File: src/design/lru_frame_replacer_core_defines.svh
// ----------------------------------------------------------------------------
// LRU frame replacer assertion macros
// Implication checks clocked on clk with arst_n as the disable condition.
// ----------------------------------------------------------------------------
`ifndef LRU_FRAME_REPLACER_CORE_DEFINES_SVH
`define LRU_FRAME_REPLACER_CORE_DEFINES_SVH

`ifndef SYNTHESIS
// same-cycle implication
`define LFR_ASSERT_NOW(label, ante, cons) \
	label: assert property (@(posedge clk) disable iff (!arst_n) (ante) |-> (cons)) \
		else $error("lfr: same-cycle check failed");
// next-cycle implication
`define LFR_ASSERT_NXT(label, ante, cons) \
	label: assert property (@(posedge clk) disable iff (!arst_n) (ante) |=> (cons)) \
		else $error("lfr: next-cycle check failed");
`else
`define LFR_ASSERT_NOW(label, ante, cons)
`define LFR_ASSERT_NXT(label, ante, cons)
`endif

`endif

File: src/design/lfr_pkg.sv
// ----------------------------------------------------------------------------
// lfr_pkg
// Request codes, field widths and internal action codes of the LRU replacer.
// ----------------------------------------------------------------------------
`default_nettype none

package lfr_pkg;

	localparam int REQ_W   = 2;
	localparam int FRAME_W = 6;
	localparam int COUNT_W = 7;

	// frame_id reaches at most this many frames
	localparam int FRAME_SPAN = 1 << FRAME_W;

	localparam int S_TDATA_W = 8;   // frame_id, padded
	localparam int M_TDATA_W = 16;  // victim_frame, tracked_count, padded
	localparam int M_TUSER_W = 1;   // victim_valid

	typedef logic [REQ_W-1:0] req_t;

	localparam req_t REQ_VICTIM = 2'd0;
	localparam req_t REQ_PIN    = 2'd1;
	localparam req_t REQ_UNPIN  = 2'd2;

	typedef logic [2:0] act_t;

	localparam act_t ACT_NONE   = 3'd0;  // report only
	localparam act_t ACT_VICTIM = 3'd1;  // unlink oldest frame
	localparam act_t ACT_REMOVE = 3'd2;  // unlink named frame
	localparam act_t ACT_INSERT = 3'd3;  // append untracked frame
	localparam act_t ACT_MOVE   = 3'd4;  // unlink, then append

endpackage

`default_nettype wire

File: src/design/lru_frame_replacer_core.sv
// ----------------------------------------------------------------------------
// lru_frame_replacer_core
// Least-recently-used order over buffer frames, kept as a doubly linked list
// in two link RAMs with oldest/newest pointers and per-frame presence flops.
// ----------------------------------------------------------------------------
//
//  channel  dir  beat fields (lowest bit first)
//  -------  ---  -----------------------------------------------------------
//  s_*      in   tuser: req_type[1:0]; tdata: frame_id[5:0], 2 pad bits
//  m_*      out  tuser: victim_valid; tdata: victim_frame[5:0],
//                tracked_count[12:6], 3 pad bits
//
//  At acceptance a request reads the next/prev link RAMs (registered read);
//  in S_LINK, with the result slot free, it does the unlink or append writes
//  and loads the result. Unpin of a tracked frame that is not the newest
//  unlinks in S_LINK and appends in S_ATTACH: each needs the RAM write ports.
//  The result register lets the next request be accepted while a result
//  waits; a stalled m_tready holds the sequencer before any state changes.
//  Reset clears presence flops, pointers and count; links need no clearing.
//
`default_nettype none
`include "lru_frame_replacer_core_defines.svh"

module lru_frame_replacer_core #(
	parameter int NUM_FRAMES = 64
) (
	input  wire logic                          clk,
	input  wire logic                          arst_n,
	input  wire logic                          s_tvalid,
	output logic                               s_tready,
	input  wire logic [lfr_pkg::S_TDATA_W-1:0] s_tdata,  // frame_id[5:0], pad[7:6]
	input  wire logic [lfr_pkg::REQ_W-1:0]     s_tuser,  // req_type[1:0]
	output logic                               m_tvalid,
	input  wire logic                          m_tready,
	output logic      [lfr_pkg::M_TDATA_W-1:0] m_tdata,  // victim_frame[5:0],
	                                                     // tracked_count[12:6], pad
	output logic      [lfr_pkg::M_TUSER_W-1:0] m_tuser   // victim_valid[0]
);

	import lfr_pkg::*;

	// frames above what frame_id can name are never used
	localparam int DEPTH   = (NUM_FRAMES < FRAME_SPAN) ? NUM_FRAMES : FRAME_SPAN;
	localparam int IDX_W   = $clog2(DEPTH);
	localparam int CNT_W   = $clog2(DEPTH + 1);
	localparam logic [FRAME_W:0] DEPTH_LIM = (FRAME_W + 1)'(DEPTH);

	localparam logic [1:0] S_IDLE   = 2'd0;
	localparam logic [1:0] S_LINK   = 2'd1;
	localparam logic [1:0] S_ATTACH = 2'd2;

	logic [1:0]       state_q, state_d;
	act_t             act_q, act_d;
	logic [IDX_W-1:0] fidx_q, fidx_d;
	logic [IDX_W-1:0] oldest_q, oldest_d;
	logic [IDX_W-1:0] newest_q, newest_d;
	logic [CNT_W-1:0] count_q, count_d;
	logic [DEPTH-1:0] present_q, present_d;

	logic             out_valid_q;
	logic             out_vflag_q;
	logic [FRAME_W-1:0] out_frame_q;
	logic [COUNT_W-1:0] out_count_q;

	logic             accept;
	logic             out_free;
	logic             load_out;
	logic             vflag_d;

	req_t             req_in;
	logic [FRAME_W-1:0] frame_in;
	logic [IDX_W-1:0] fidx_in;
	logic             in_range;
	logic             hit;

	// link RAM ports
	logic             nxt_we, prv_we;
	logic [IDX_W-1:0] nxt_waddr, prv_waddr;
	logic [IDX_W-1:0] nxt_wdata, prv_wdata;
	logic [IDX_W-1:0] rd_addr;
	logic [IDX_W-1:0] nxt_rd, prv_rd;

	logic             is_old, is_new;

	// ------------------------------------------------------------------
	// Input decode
	// ------------------------------------------------------------------
	assign req_in   = s_tuser;
	assign frame_in = s_tdata[FRAME_W-1:0];
	assign fidx_in  = frame_in[IDX_W-1:0];
	assign in_range = {1'b0, frame_in} < DEPTH_LIM;
	assign hit      = in_range && present_q[fidx_in];

	assign s_tready = (state_q == S_IDLE);
	assign accept   = s_tvalid && s_tready;
	assign out_free = !out_valid_q || m_tready;

	// Pick the action at acceptance; victim works on the oldest frame.
	always_comb begin
		act_d  = ACT_NONE;
		fidx_d = fidx_in;
		case (req_in)
			REQ_VICTIM: begin
				fidx_d = oldest_q;
				if (count_q != '0) begin
					act_d = ACT_VICTIM;
				end
			end
			REQ_PIN: begin
				if (hit) begin
					act_d = ACT_REMOVE;
				end
			end
			REQ_UNPIN: begin
				if (in_range && !hit) begin
					act_d = ACT_INSERT;
				end else if (hit && (fidx_in != newest_q)) begin
					act_d = ACT_MOVE;
				end
			end
			default: begin
				act_d = ACT_NONE;
			end
		endcase
	end

	// Read both links of the target frame in the accept cycle.
	assign rd_addr = fidx_d;

	lfr_ram #(
		.WIDTH(IDX_W),
		.DEPTH(DEPTH)
	) u_next_ram (
		.clk  (clk),
		.we   (nxt_we),
		.waddr(nxt_waddr),
		.wdata(nxt_wdata),
		.re   (accept),
		.raddr(rd_addr),
		.rdata(nxt_rd)
	);

	lfr_ram #(
		.WIDTH(IDX_W),
		.DEPTH(DEPTH)
	) u_prev_ram (
		.clk  (clk),
		.we   (prv_we),
		.waddr(prv_waddr),
		.wdata(prv_wdata),
		.re   (accept),
		.raddr(rd_addr),
		.rdata(prv_rd)
	);

	// End pointers stand in for the null links, so the RAMs hold no marker.
	assign is_old = (fidx_q == oldest_q);
	assign is_new = (fidx_q == newest_q);

	// ------------------------------------------------------------------
	// Sequencer: unlink / append and load the result
	// ------------------------------------------------------------------
	always_comb begin
		state_d   = state_q;
		oldest_d  = oldest_q;
		newest_d  = newest_q;
		count_d   = count_q;
		present_d = present_q;
		nxt_we    = 1'b0;
		prv_we    = 1'b0;
		nxt_waddr = prv_rd;
		nxt_wdata = nxt_rd;
		prv_waddr = nxt_rd;
		prv_wdata = prv_rd;
		load_out  = 1'b0;
		vflag_d   = 1'b0;
		case (state_q)
			S_IDLE: begin
				if (accept) begin
					state_d = S_LINK;
				end
			end
			S_LINK: begin
				// hold everything while the result slot is occupied
				if (out_free) begin
					load_out = 1'b1;
					state_d  = S_IDLE;
					case (act_q)
						ACT_VICTIM: begin
							vflag_d           = 1'b1;
							present_d[fidx_q] = 1'b0;
							count_d           = count_q - 1'b1;
							oldest_d          = nxt_rd;
						end
						ACT_REMOVE: begin
							present_d[fidx_q] = 1'b0;
							count_d           = count_q - 1'b1;
							nxt_we            = !is_old && !is_new;
							prv_we            = !is_old && !is_new;
							if (is_old) begin
								oldest_d = nxt_rd;
							end
							if (is_new) begin
								newest_d = prv_rd;
							end
						end
						ACT_INSERT: begin
							present_d[fidx_q] = 1'b1;
							count_d           = count_q + 1'b1;
							newest_d          = fidx_q;
							if (count_q != '0) begin
								prv_we    = 1'b1;
								prv_waddr = fidx_q;
								prv_wdata = newest_q;
								nxt_we    = 1'b1;
								nxt_waddr = newest_q;
								nxt_wdata = fidx_q;
							end else begin
								oldest_d = fidx_q;
							end
						end
						ACT_MOVE: begin
							// unlink here, append next cycle; newest is not the frame
							load_out = 1'b0;
							state_d  = S_ATTACH;
							nxt_we   = !is_old;
							prv_we   = !is_old;
							if (is_old) begin
								oldest_d = nxt_rd;
							end
						end
						default: begin
							load_out = 1'b1;
						end
					endcase
				end
			end
			S_ATTACH: begin
				if (out_free) begin
					prv_we    = 1'b1;
					prv_waddr = fidx_q;
					prv_wdata = newest_q;
					nxt_we    = 1'b1;
					nxt_waddr = newest_q;
					nxt_wdata = fidx_q;
					newest_d  = fidx_q;
					load_out  = 1'b1;
					state_d   = S_IDLE;
				end
			end
			default: begin
				state_d = S_IDLE;
			end
		endcase
	end

	// ------------------------------------------------------------------
	// Control registers
	// ------------------------------------------------------------------
	always_ff @(posedge clk or negedge arst_n) begin
		if (!arst_n) begin
			state_q     <= S_IDLE;
			act_q       <= ACT_NONE;
			oldest_q    <= '0;
			newest_q    <= '0;
			count_q     <= '0;
			present_q   <= '0;
			out_valid_q <= 1'b0;
		end else begin
			state_q   <= state_d;
			oldest_q  <= oldest_d;
			newest_q  <= newest_d;
			count_q   <= count_d;
			present_q <= present_d;
			if (accept) begin
				act_q <= act_d;
			end
			if (load_out) begin
				out_valid_q <= 1'b1;
			end else if (m_tready) begin
				out_valid_q <= 1'b0;
			end
		end
	end

	// Payload registers
	always_ff @(posedge clk) begin
		if (accept) begin
			fidx_q <= fidx_d;
		end
		if (load_out) begin
			out_vflag_q <= vflag_d;
			out_frame_q <= vflag_d ? FRAME_W'(fidx_q) : '0;
			out_count_q <= COUNT_W'(count_d);
		end
	end

	// ------------------------------------------------------------------
	// Result channel
	// ------------------------------------------------------------------
	assign m_tvalid = out_valid_q;
	assign m_tuser  = out_vflag_q;
	assign m_tdata  = {{(M_TDATA_W - FRAME_W - COUNT_W){1'b0}}, out_count_q, out_frame_q};

	// ------------------------------------------------------------------
	// Checks
	// ------------------------------------------------------------------
	`LFR_ASSERT_NOW(a_count_matches_marks, 1'b1, $countones(present_q) == int'(count_q))
	`LFR_ASSERT_NOW(a_ends_tracked, count_q != '0,
		present_q[oldest_q] && present_q[newest_q])
	`LFR_ASSERT_NXT(a_victim_cleared, (state_q == S_LINK) && out_free && (act_q == ACT_VICTIM),
		!present_q[$past(fidx_q)] && m_tvalid && m_tuser[0])

endmodule

`default_nettype wire

File: src/design/lfr_ram.sv
// ----------------------------------------------------------------------------
// lfr_ram
// Generic single-write, single-read RAM with a registered, enabled read.
// ----------------------------------------------------------------------------
`default_nettype none

module lfr_ram #(
	parameter int WIDTH = 8,
	parameter int DEPTH = 64
) (
	input  wire logic                     clk,
	input  wire logic                     we,
	input  wire logic [$clog2(DEPTH)-1:0] waddr,
	input  wire logic [WIDTH-1:0]         wdata,
	input  wire logic                     re,
	input  wire logic [$clog2(DEPTH)-1:0] raddr,
	output logic      [WIDTH-1:0]         rdata
);

	logic [WIDTH-1:0] mem_q [DEPTH];

	always_ff @(posedge clk) begin
		if (we) begin
			mem_q[waddr] <= wdata;
		end
		if (re) begin
			rdata <= mem_q[raddr];
		end
	end

endmodule

`default_nettype wire

File: config.mk
export PLATFORM = sky130hd
export DESIGN_NAME = lru_frame_replacer_core
export DESIGN_NICKNAME = d
export VERILOG_FILES = /design/src/design/lfr_pkg.sv /design/src/design/lru_frame_replacer_core.sv /design/src/design/lfr_ram.sv
export VERILOG_INCLUDE_DIRS = /design/src /design/src/design
export SDC_FILE = /design/constraint.sdc
export NUM_CORES = 1
export LEC_CHECK = 0
export BUFFER_PORTS_ARGS = -buffer_cell sky130_fd_sc_hd__buf_2
export CORE_AREA = 5 5 278 280
export DETAILED_ROUTE_END_ITERATION = 10
export DIE_AREA = 0 0 283 285
export PLACE_DENSITY = 0.66
export SYNTH_ARGS = -nofsm -noshare
export SYNTH_HDL_FRONTEND = slang
export SYNTH_SLANG_ARGS = --single-unit
export TNS_END_PERCENT = 50
File: constraint.sdc
create_clock -name clk -period 14.5 [get_ports clk]
set_clock_uncertainty 0.2 [all_clocks]
set_input_delay 2.175 -clock clk [delete_from_list [all_inputs] [get_ports clk]]
set_output_delay 2.175 -clock clk [all_outputs]
set_load 0.02 [all_outputs]
[After elaboration in Yosys (flattened, before gate mapping)]
Memory sizes are Yosys's and may differ from the RTL's. A register that Yosys moved wholly into a read port is not among the register bits.
Index checks and enable logic that the tools add are counted.
Word-level totals
  register bits: 109
  RAM bits: 768
  output and inout port bits: 19
  word-level logic and storage cells: 112
  memories: 2
Cells by class
  add/sub/neg operators: 2
  order comparisons: 3
  equal/unequal tests: 18
  muxes and demuxes: 52
  bitwise gates (word level): 3
  reductions and logical operators: 21
Memories
  u_next_ram.mem_q: words 64, bits a word 6, read ports 1, clocked after Yosys merged registers in 1, wr ports 1, line lfr_ram.sv:20  | logic [WIDTH-1:0] mem_q [DEPTH];
  u_prev_ram.mem_q: words 64, bits a word 6, read ports 1, clocked after Yosys merged registers in 1, wr ports 1, line lfr_ram.sv:20
Operators by type and width (count)
  64-bit one-hot mux with 2 select lines: 1
  6-bit two-way mux: 14
  64-bit AND: 1
  64-bit NOT: 1
  64-bit bitwise OR: 1
  6-bit one-hot mux with 2 select lines: 4
  6-bit one-hot mux with 3 select lines: 1
  1-bit two-way mux: 15
  6-bit by 7-bit < comparator with 1-bit output, second input constant: 2
  7-bit two-way mux: 2
  7-bit one-hot mux with 2 select lines: 1
  6-bit == test: 2
  2-bit two-way mux: 5
  5-bit AND reduction: 2
  3-bit one-hot mux with 3 select lines: 1
  7-bit by 1-bit adder with 7-bit output, second input constant: 1
  7-bit nonzero test: 1
  7-bit by 1-bit subtractor with 7-bit output, second input constant: 1
  1-bit binary-select mux with 6-bit select: 1
  1-bit demux with 6-bit select: 1
  3-bit by 2-bit == test with 1-bit output, second input constant: 2
  6-bit by 1-bit >= comparator with 1-bit output, second input constant: 1
  3-bit two-way mux: 2
  2-bit != test, second input constant: 3
  other kinds (19): 33

[Logic depth before layout (Yosys ltp)]
Gate-level depths: netlist of the first run.
  depth in word-level cells: 8
  mapped depth: 14
  gate-level depth less buffers: 10

[Modules after synthesis]
From an unflattened synthesis of the first run, not the netlist that was laid out.
Second synthesis, totals
  cell total of the unflattened synthesis: 1975
  area, all modules: 36525.0 sq um
Modules (own cells, without submodules)
  lfr_ram (u_prev_ram): instances 1, cells each 720, area an instance 15285.9 sq um, seq. area each 11711.2 sq um
  lfr_ram (u_next_ram): instances 1, cells each 719, area an instance 15282.2 sq um, seq. area each 11711.2 sq um
  lru_frame_replacer_core: instances 1, cells each 536, area an instance 5957.0 sq um, seq. area each 2827.7 sq um

[Worst setup path after synthesis of the first run]
Ideal clock, no wire load.
  path type: input to register
  from: in m_tready
  to: mem u_next_ram.mem_q[0][3] (netlist bit), data pin
  data arrival time: 5.805 ns
  slack: 7.793 ns
  stages: 6
  buffers on the path: 1
  cell sequence: nand2b_2 -> nand2_1 -> o21ai_4 -> nand2_1 -> clkbuf_1 -> o21ai_0
On the way
  longest elaborated chain between the ends: 3
RTL lines
  start, declared: line lru_frame_replacer_core.sv:34  | input wire logic m_tready,
  1-bit logical OR (*): line lru_frame_replacer_core.sv:96  | assign out_free = !out_valid_q || m_tready;
  6-bit two-way mux, on equally long branches: line lru_frame_replacer_core.sv:239, lru_frame_replacer_core.sv:185
  6-bit one-hot mux with 2 select lines (*): line lru_frame_replacer_core.sv:177  | case (state_q)
  via nxt_wdata[3]: line lru_frame_replacer_core.sv:79  | logic [IDX_W-1:0] nxt_wdata, prv_wdata;
  end, declared: line lfr_ram.sv:20
The timed path passes the listed nets; every way through them passes the cells marked *.

[Final worst setup path of the first run]
  from: in s_tdata[0] (netlist bit)
  to: reg u_prev_ram.rdata[2] (read register of u_prev_ram.mem_q), data pin
On the way
  longest elaborated chain between the ends: 1
RTL lines
  start, declared: line lru_frame_replacer_core.sv:31  | input wire logic [lfr_pkg::S_TDATA_W-1:0] s_tdata,
  6-bit two-way mux: line lru_frame_replacer_core.sv:102  | case (req_in)
  end, declared: line lfr_ram.sv:17  | output logic [WIDTH-1:0] rdata
No other way between the ends.
A chain may end at the register's enable or synchronous reset.

==> qor.yml, run 1 <==
final_layout_size_suffix_gt1_frac: 0.164
clock_latency_ns: 0.65
fin_crit_ns: 6.24
clock_sinks: 889
power_density_nw_per_um2: 185
post-cts-setup-buffer-count: 0
synth.area.top_cells: "edfxtp_1 64%, mux4_2 6.6%, dfrtp_1 5.9%, nand2_1 4.8%, nand3_1 2.9%"
synthCells: 2605
synth_top_cell_area_share: 0.639
synth_edf_count: 800
worst_slew_pin_slew_ns: 1.29
endpoint_kind: "register"
final_antenna_net_count: 0
viasPerCell: 6.23
switching_share: 0.323
wire_per_inst_um: 24.5
grt_pass1_wl_mm: 135
coreArea_um2: 74200
clk_path_buf_depth: 3
p_int_mw: 5.19
ys_seq_elements: 889
power_frac_comb: 0.243
rows: 100
hp-class: "register to register"
dp_hpwl_mm: 53.5
fin_tns_setup_ns: 0
crit_required_ns: 14.68
ios: 33
drtIter0Drc: 2265
grt_util_all_layers: 0.215
slew_violations: 0
drt-pass1-iter-count: 7
die_x_um: 283
peakVddDrop_mv: 0.146
maxCapViolCount: 0
grt-ovfl-total: 0
final_common_cell: "edfxtp_1"
slew_headroom: 0.137
n_antenna_cell: 0
register_area_um2: 26300
vias: 22500
wl_mm: 88.3
synthesis.area_um2: 37600
fin_hold_ws_ns: 0.304
yosysSeqAreaShare: 0.698
period_share: 0.431
critPathArrivalTime_ns: 6.43
start_util: 0.507
syn-mean-instance-area_um2: 14.4
grt_pass1_vias: 21900
cts_tree: "done"
leakagePower_nw: 13.5
crit_fanout: 67
hold_violations: 0
async_flop_share: 0.100
syn_to_final_growth_pct: 10.1
gp_congestion: 0.848
num-fill-cells: 5781
grt_antenna_before_repair: 0
setup.worst_path.start_class: "input pin"
cts_hold_buf: 0
rsz0062_at_grt: "false"
ys_types: 89
fp.dieH_um: 285
grt_max_degree: 121
drc: 0
setup_viol: 0
synthFlopType: "edfxtp_1"
fmax_mhz: 160
htreeDepth: 3
p_switching_mw: 2.48
layout.nets: 2589
path_class: "input pin to register"
cts.repair.resized: 0
multi_input_area_um2: 10500
synth_area_leader_cell: "edfxtp_1"
io_buffers: 27
pwr-share-seq: 0.455
yosysWarnings: 0
p_clk_frac: 0.301
layout_common_cells: "800 x edfxtp_1, 470 x nand2_1, 217 x nand3_1"
cts_made_buffers: 89
cts-root-buf: "clkbuf_16"
path_clk_slew_ns: 0.06
dieArea_um2: 80700
r2r_setup_slack_ns: 9.50
outcome: "complete, no violations"
[worst paths after layout]
check / startpoint / endpoint / depth (start not counted)
setup / recovery: s_tdata[0] / u_prev_ram.rdata[2] / 9
hold / removal: register / register / 1
setup reg to reg: act_q[0] / u_prev_ram.mem_q[45][5] / 9
hold reg to reg: register / register / 1
max in group asynchronous: arst_n / asynchronous set/reset pin / 2
min in group asynchronous: arst_n / asynchronous set/reset pin / 1
[cells by family (layout without fill, tap and decap cells)]
kind of cell             Yosys count  count (layout)  synth area share
AO/OA/AOI/OAI                    320             320            0.0622
buffers and inverters            216             248            0.0264
flip-flops                       889             889             0.698
adder cells (fa/ha/maj)            7               7           0.00233
multiplexers                     155             155            0.0791
other                              1               3         0.0000997
XOR/XNOR                          24              24           0.00559
AND/OR/NAND/NOR                  993             993             0.126
[metal layers]
layer	vias to the layer above	wire [µm]	global-route usage
met5	-	0	0
met4	0	2240	0.0635
met3	163	6750	0.0346
met2	976	42500	0.348
met1	11400	36800	0.306
li1	9935	-	-
[flip-flops by register name, indices dropped and copies added (netlist names), 7 cells and up, named ones only]
register and count:
u_next_ram.mem_q 384, u_prev_ram.mem_q 384, count_q 7, out_count_q 7
[worst max-delay path, stage by stage]
cell     delay [ns]
buf_2          0.33
o21ai_0        0.18
and2_4         0.68
buf_4          0.78
buf_4          0.77
mux4_2         0.60
a22oi_1        0.29
nand3_1        0.18
and4_1         0.27
[cells in the mapped netlist (53+ instances only)]
library cell / instances
edfxtp_1: 800
nand2_1: 476
nand3_1: 217
mux4_2: 110
clkbuf_1: 107
dfrtp_1: 89
o21ai_0: 78
nor3_1: 72
nor2_1: 60
buf_2: 56
nand4_1: 55
a31oi_1: 53
[cell type report]
class / instances / share of cell area
clock buffer: 115 / 0.0602
clock inverter: 47 / 0.0113
timing repair buffer: 64 / 0.0100
tap: 969 / 0.0293
multi-input combinational: 1502 / 0.253
sequential: 889 / 0.634
inverter: 22 / 0.00212
[power by group through the flow]
| stage | registers (mW) | clock network (mW) | logic (mW) |
|---|---|---|---|
| 4_1_cts | 3.49 | 2.34 | 1.87 |
| 3_3_place_gp | 3.53 | 0 | 1.81 |
| 3_5_place_dp | 3.54 | 0 | 1.87 |
| 6_report | 3.49 | 2.31 | 1.87 |
| 2_1_floorplan | 3.48 | 0 | 1.26 |
| 5_1_grt | 3.51 | 2.45 | 2.01 |
[stage by stage]
stage	instance area, µm²	setup slack (ns)	instances	util	power [mW]
2_1_floorplan	37600	7.79	2607	-	4.74
3_5_place_dp	38400	7.50	3446	0.518	5.40
4_1_cts	41400	8.18	3608	0.558	7.70
5_1_grt	41400	7.92	3608	0.558	7.97
3_3_place_gp	38400	7.56	3446	0.518	5.33
6_report	41400	8.26	3608	0.558	7.67
Note: power is estimated with default switching activity, not from simulation.
==> run 2, diff against run 1 <==
Settings changed: PLACE_DENSITY 0.66 to 0.69.
Clock period 14.5 ns to 5.6 ns, I/O delays scaled along.
==> run 2 against run 1 <==
  * Non-clock buffer count is 14 higher
  * Setup slack got worse by 7.5 ns
  * Largest cell class unchanged
  * Critical endpoint is now u_next_ram.mem_q[10][5]
  * Clock power grew to 2.6 times the previous value
  * Die area did not move
  * Sequential power grew to 2.6 times the previous value
==> qor.yml, run 2 (synthesis gave the netlist of run 1 again) <==
outcome: "complete, no violations"  # unchanged
grt_pass1_wl_mm: 139  # was 135 mm
clock_latency_ns: 0.65  # about the same
grt_pass1_vias: 22700  # was 21900
drtIter0Drc: 2590  # was 2265
worst_slew_pin_slew_ns: 1.35  # was 1.29 ns
clock_sinks: 889  # unchanged
ios: 33  # unchanged
hold_violations: 0  # unchanged
reg.largest.list: "u_next_ram.mem_q (384), u_prev_ram.mem_q (384)"  # unchanged
fp.dieH_um: 285  # unchanged
grt_max_degree: 146  # was 121
grt_antenna_before_repair: 0  # unchanged
fin_area_um2: 41600  # was 41400 µm²
setup_viol: 0  # unchanged
drc: 0  # unchanged
rsz0062_at_grt: "false"  # unchanged
final_layout_size_suffix_gt1_frac: 0.171  # was 0.164
setup_slack_ns: 0.775  # was 8.26 ns
wire_per_inst_um: 25.0  # was 24.5 µm
crit_fanout: 29  # was 67
dieArea_um2: 80700  # unchanged
die_x_um: 283  # unchanged
dp_hpwl_mm: 55.7  # was 53.5 mm
dp.cells: 3460  # was 3446
post-cts-setup-buffer-count: 0  # unchanged
final_antenna_net_count: 0  # unchanged
cts_tree: "done"  # unchanged
leakagePower_nw: 13.6  # was 13.5 nW
path_class: "register to register"  # was input pin to register
peakVddDrop_mv: 0.381  # was 0.146 mV
period_share: 0.862
fmax_mhz: 207
final_common_cell: "edfxtp_1"  # unchanged
crit_required_ns: 5.65  # was 14.68 ns
postPlaceCellArea_um2: 38600  # was 38400 µm²
maxCapViolCount: 0  # unchanged
start_util: 0.507  # unchanged
layout_common_cells: "800 x edfxtp_1, 470 x nand2_1, 217 x nand3_1"  # unchanged
critPathArrivalTime_ns: 4.87  # was 6.43 ns
cts_made_buffers: 91  # was 89
slew_violations: 0  # unchanged
vias: 23000  # was 22500
viasPerCell: 6.33  # was 6.23
io_buffers: 27  # unchanged
grt-ovfl-total: 0  # unchanged
endpoint_kind: "register"  # unchanged
clk_path_buf_depth: 3  # unchanged
grt_util_all_layers: 0.222  # was 0.215
slew_headroom: 0.0890  # was 0.137
layout.nets: 2605  # was 2589
final_cells: 3629  # was 3608
path_clk_slew_ns: 0.06  # about the same
gp_congestion: 0.889  # was 0.848
power_density_nw_per_um2: 480  # was 185 nW/µm²
fin_tns_setup_ns: 0  # unchanged
hp-class: "input pin to asynchronous set/reset pin"  # was register to register
htreeDepth: 3  # unchanged
setup.worst_path.start_class: "register"  # was input pin
cts.repair.resized: 0  # unchanged
syn_to_final_growth_pct: 10.5  # was 10.1%
n_antenna_cell: 0  # unchanged
cts-root-buf: "clkbuf_16"  # unchanged
drt-pass1-iter-count: 5  # was 7
fin_util: 0.560  # was 0.558
wl_mm: 90.8  # was 88.3 mm
dp_slack_ns: 0.805  # was 7.50 ns
cts_hold_buf: 0  # unchanged
fin_crit_ns: 4.83
rows: 100  # unchanged
coreArea_um2: 74200  # unchanged
run 2: cell types whose count changed in the layout (fill, tap and decap cells not counted):
cell,before,now
buf_12,0,5
buf_4,38,47
bufinv_16,8,5
clkbuf_8,4,8
clkinv_1,21,19
clkinv_16,0,1
clkinv_2,11,20
clkinv_8,3,0
inv_4,0,1
inv_6,1,2
inv_8,1,0
run 2: where the power goes:
part	internal, mW	leakage, nW	switching (mW)
Clock	3.44	1.46	2.49
Combinational	1.30	3.76	3.64
Sequential	8.66	8.43	0.395
run 2: per-stage QoR:
step	hold WS [ns]	power [mW]
final	0.213	19.9
after detailed placement	0.293	14.1
after global placement	0.283	13.8
after global routing	0.307	20.7
after floorplan	0.267	12.3
after CTS	0.242	20.0
run 2: path summary, 6_finish.rpt:
path,end,cells after the start,slack (ns),start
setup / recovery,u_next_ram.mem_q[10][5],8,0.77,count_q[5]
setup reg to reg,u_next_ram.mem_q[10][5],8,0.77,count_q[5]
hold reg to reg,register,1,0.31,register
min in group clk,state_q[0],3,0.30,s_tvalid
hold / removal,asynchronous set/reset pin,1,0.21,arst_n
max in group asynchronous,oldest_q[3],1,4.24,arst_n
run 2: cell type report:
cell class | instances | area, µm²
inverters | 22 | 85.1
clock inverters | 50 | 404
flip-flops and latches | 889 | 26300
fillers | 5683 | 32600
multi-input cells | 1502 | 10500
well taps | 969 | 1210
clock buffers | 119 | 2550
repair buffers | 78 | 583
run 2: per-layer routing:
layer,routed length (µm),share of wire,vias up,GRT usage
li1,-,-,9982,-
met1,36600,0.40,11700,0.317
met2,43500,0.48,1137,0.356
met3,8030,0.088,168,0.0345
met4,2660,0.029,0,0.0703
met5,0,0,-,0
run 2: critical path, cell delays in order, from the launching register on:
cell	delay, ns
dfrtp_1	0.41
nor3_1	0.65
a21oi_2	0.15
o211ai_2	0.85
nand2_1	0.26
and2_4	0.24
inv_2	0.51
nand2_1	0.31
nor3_1	0.83
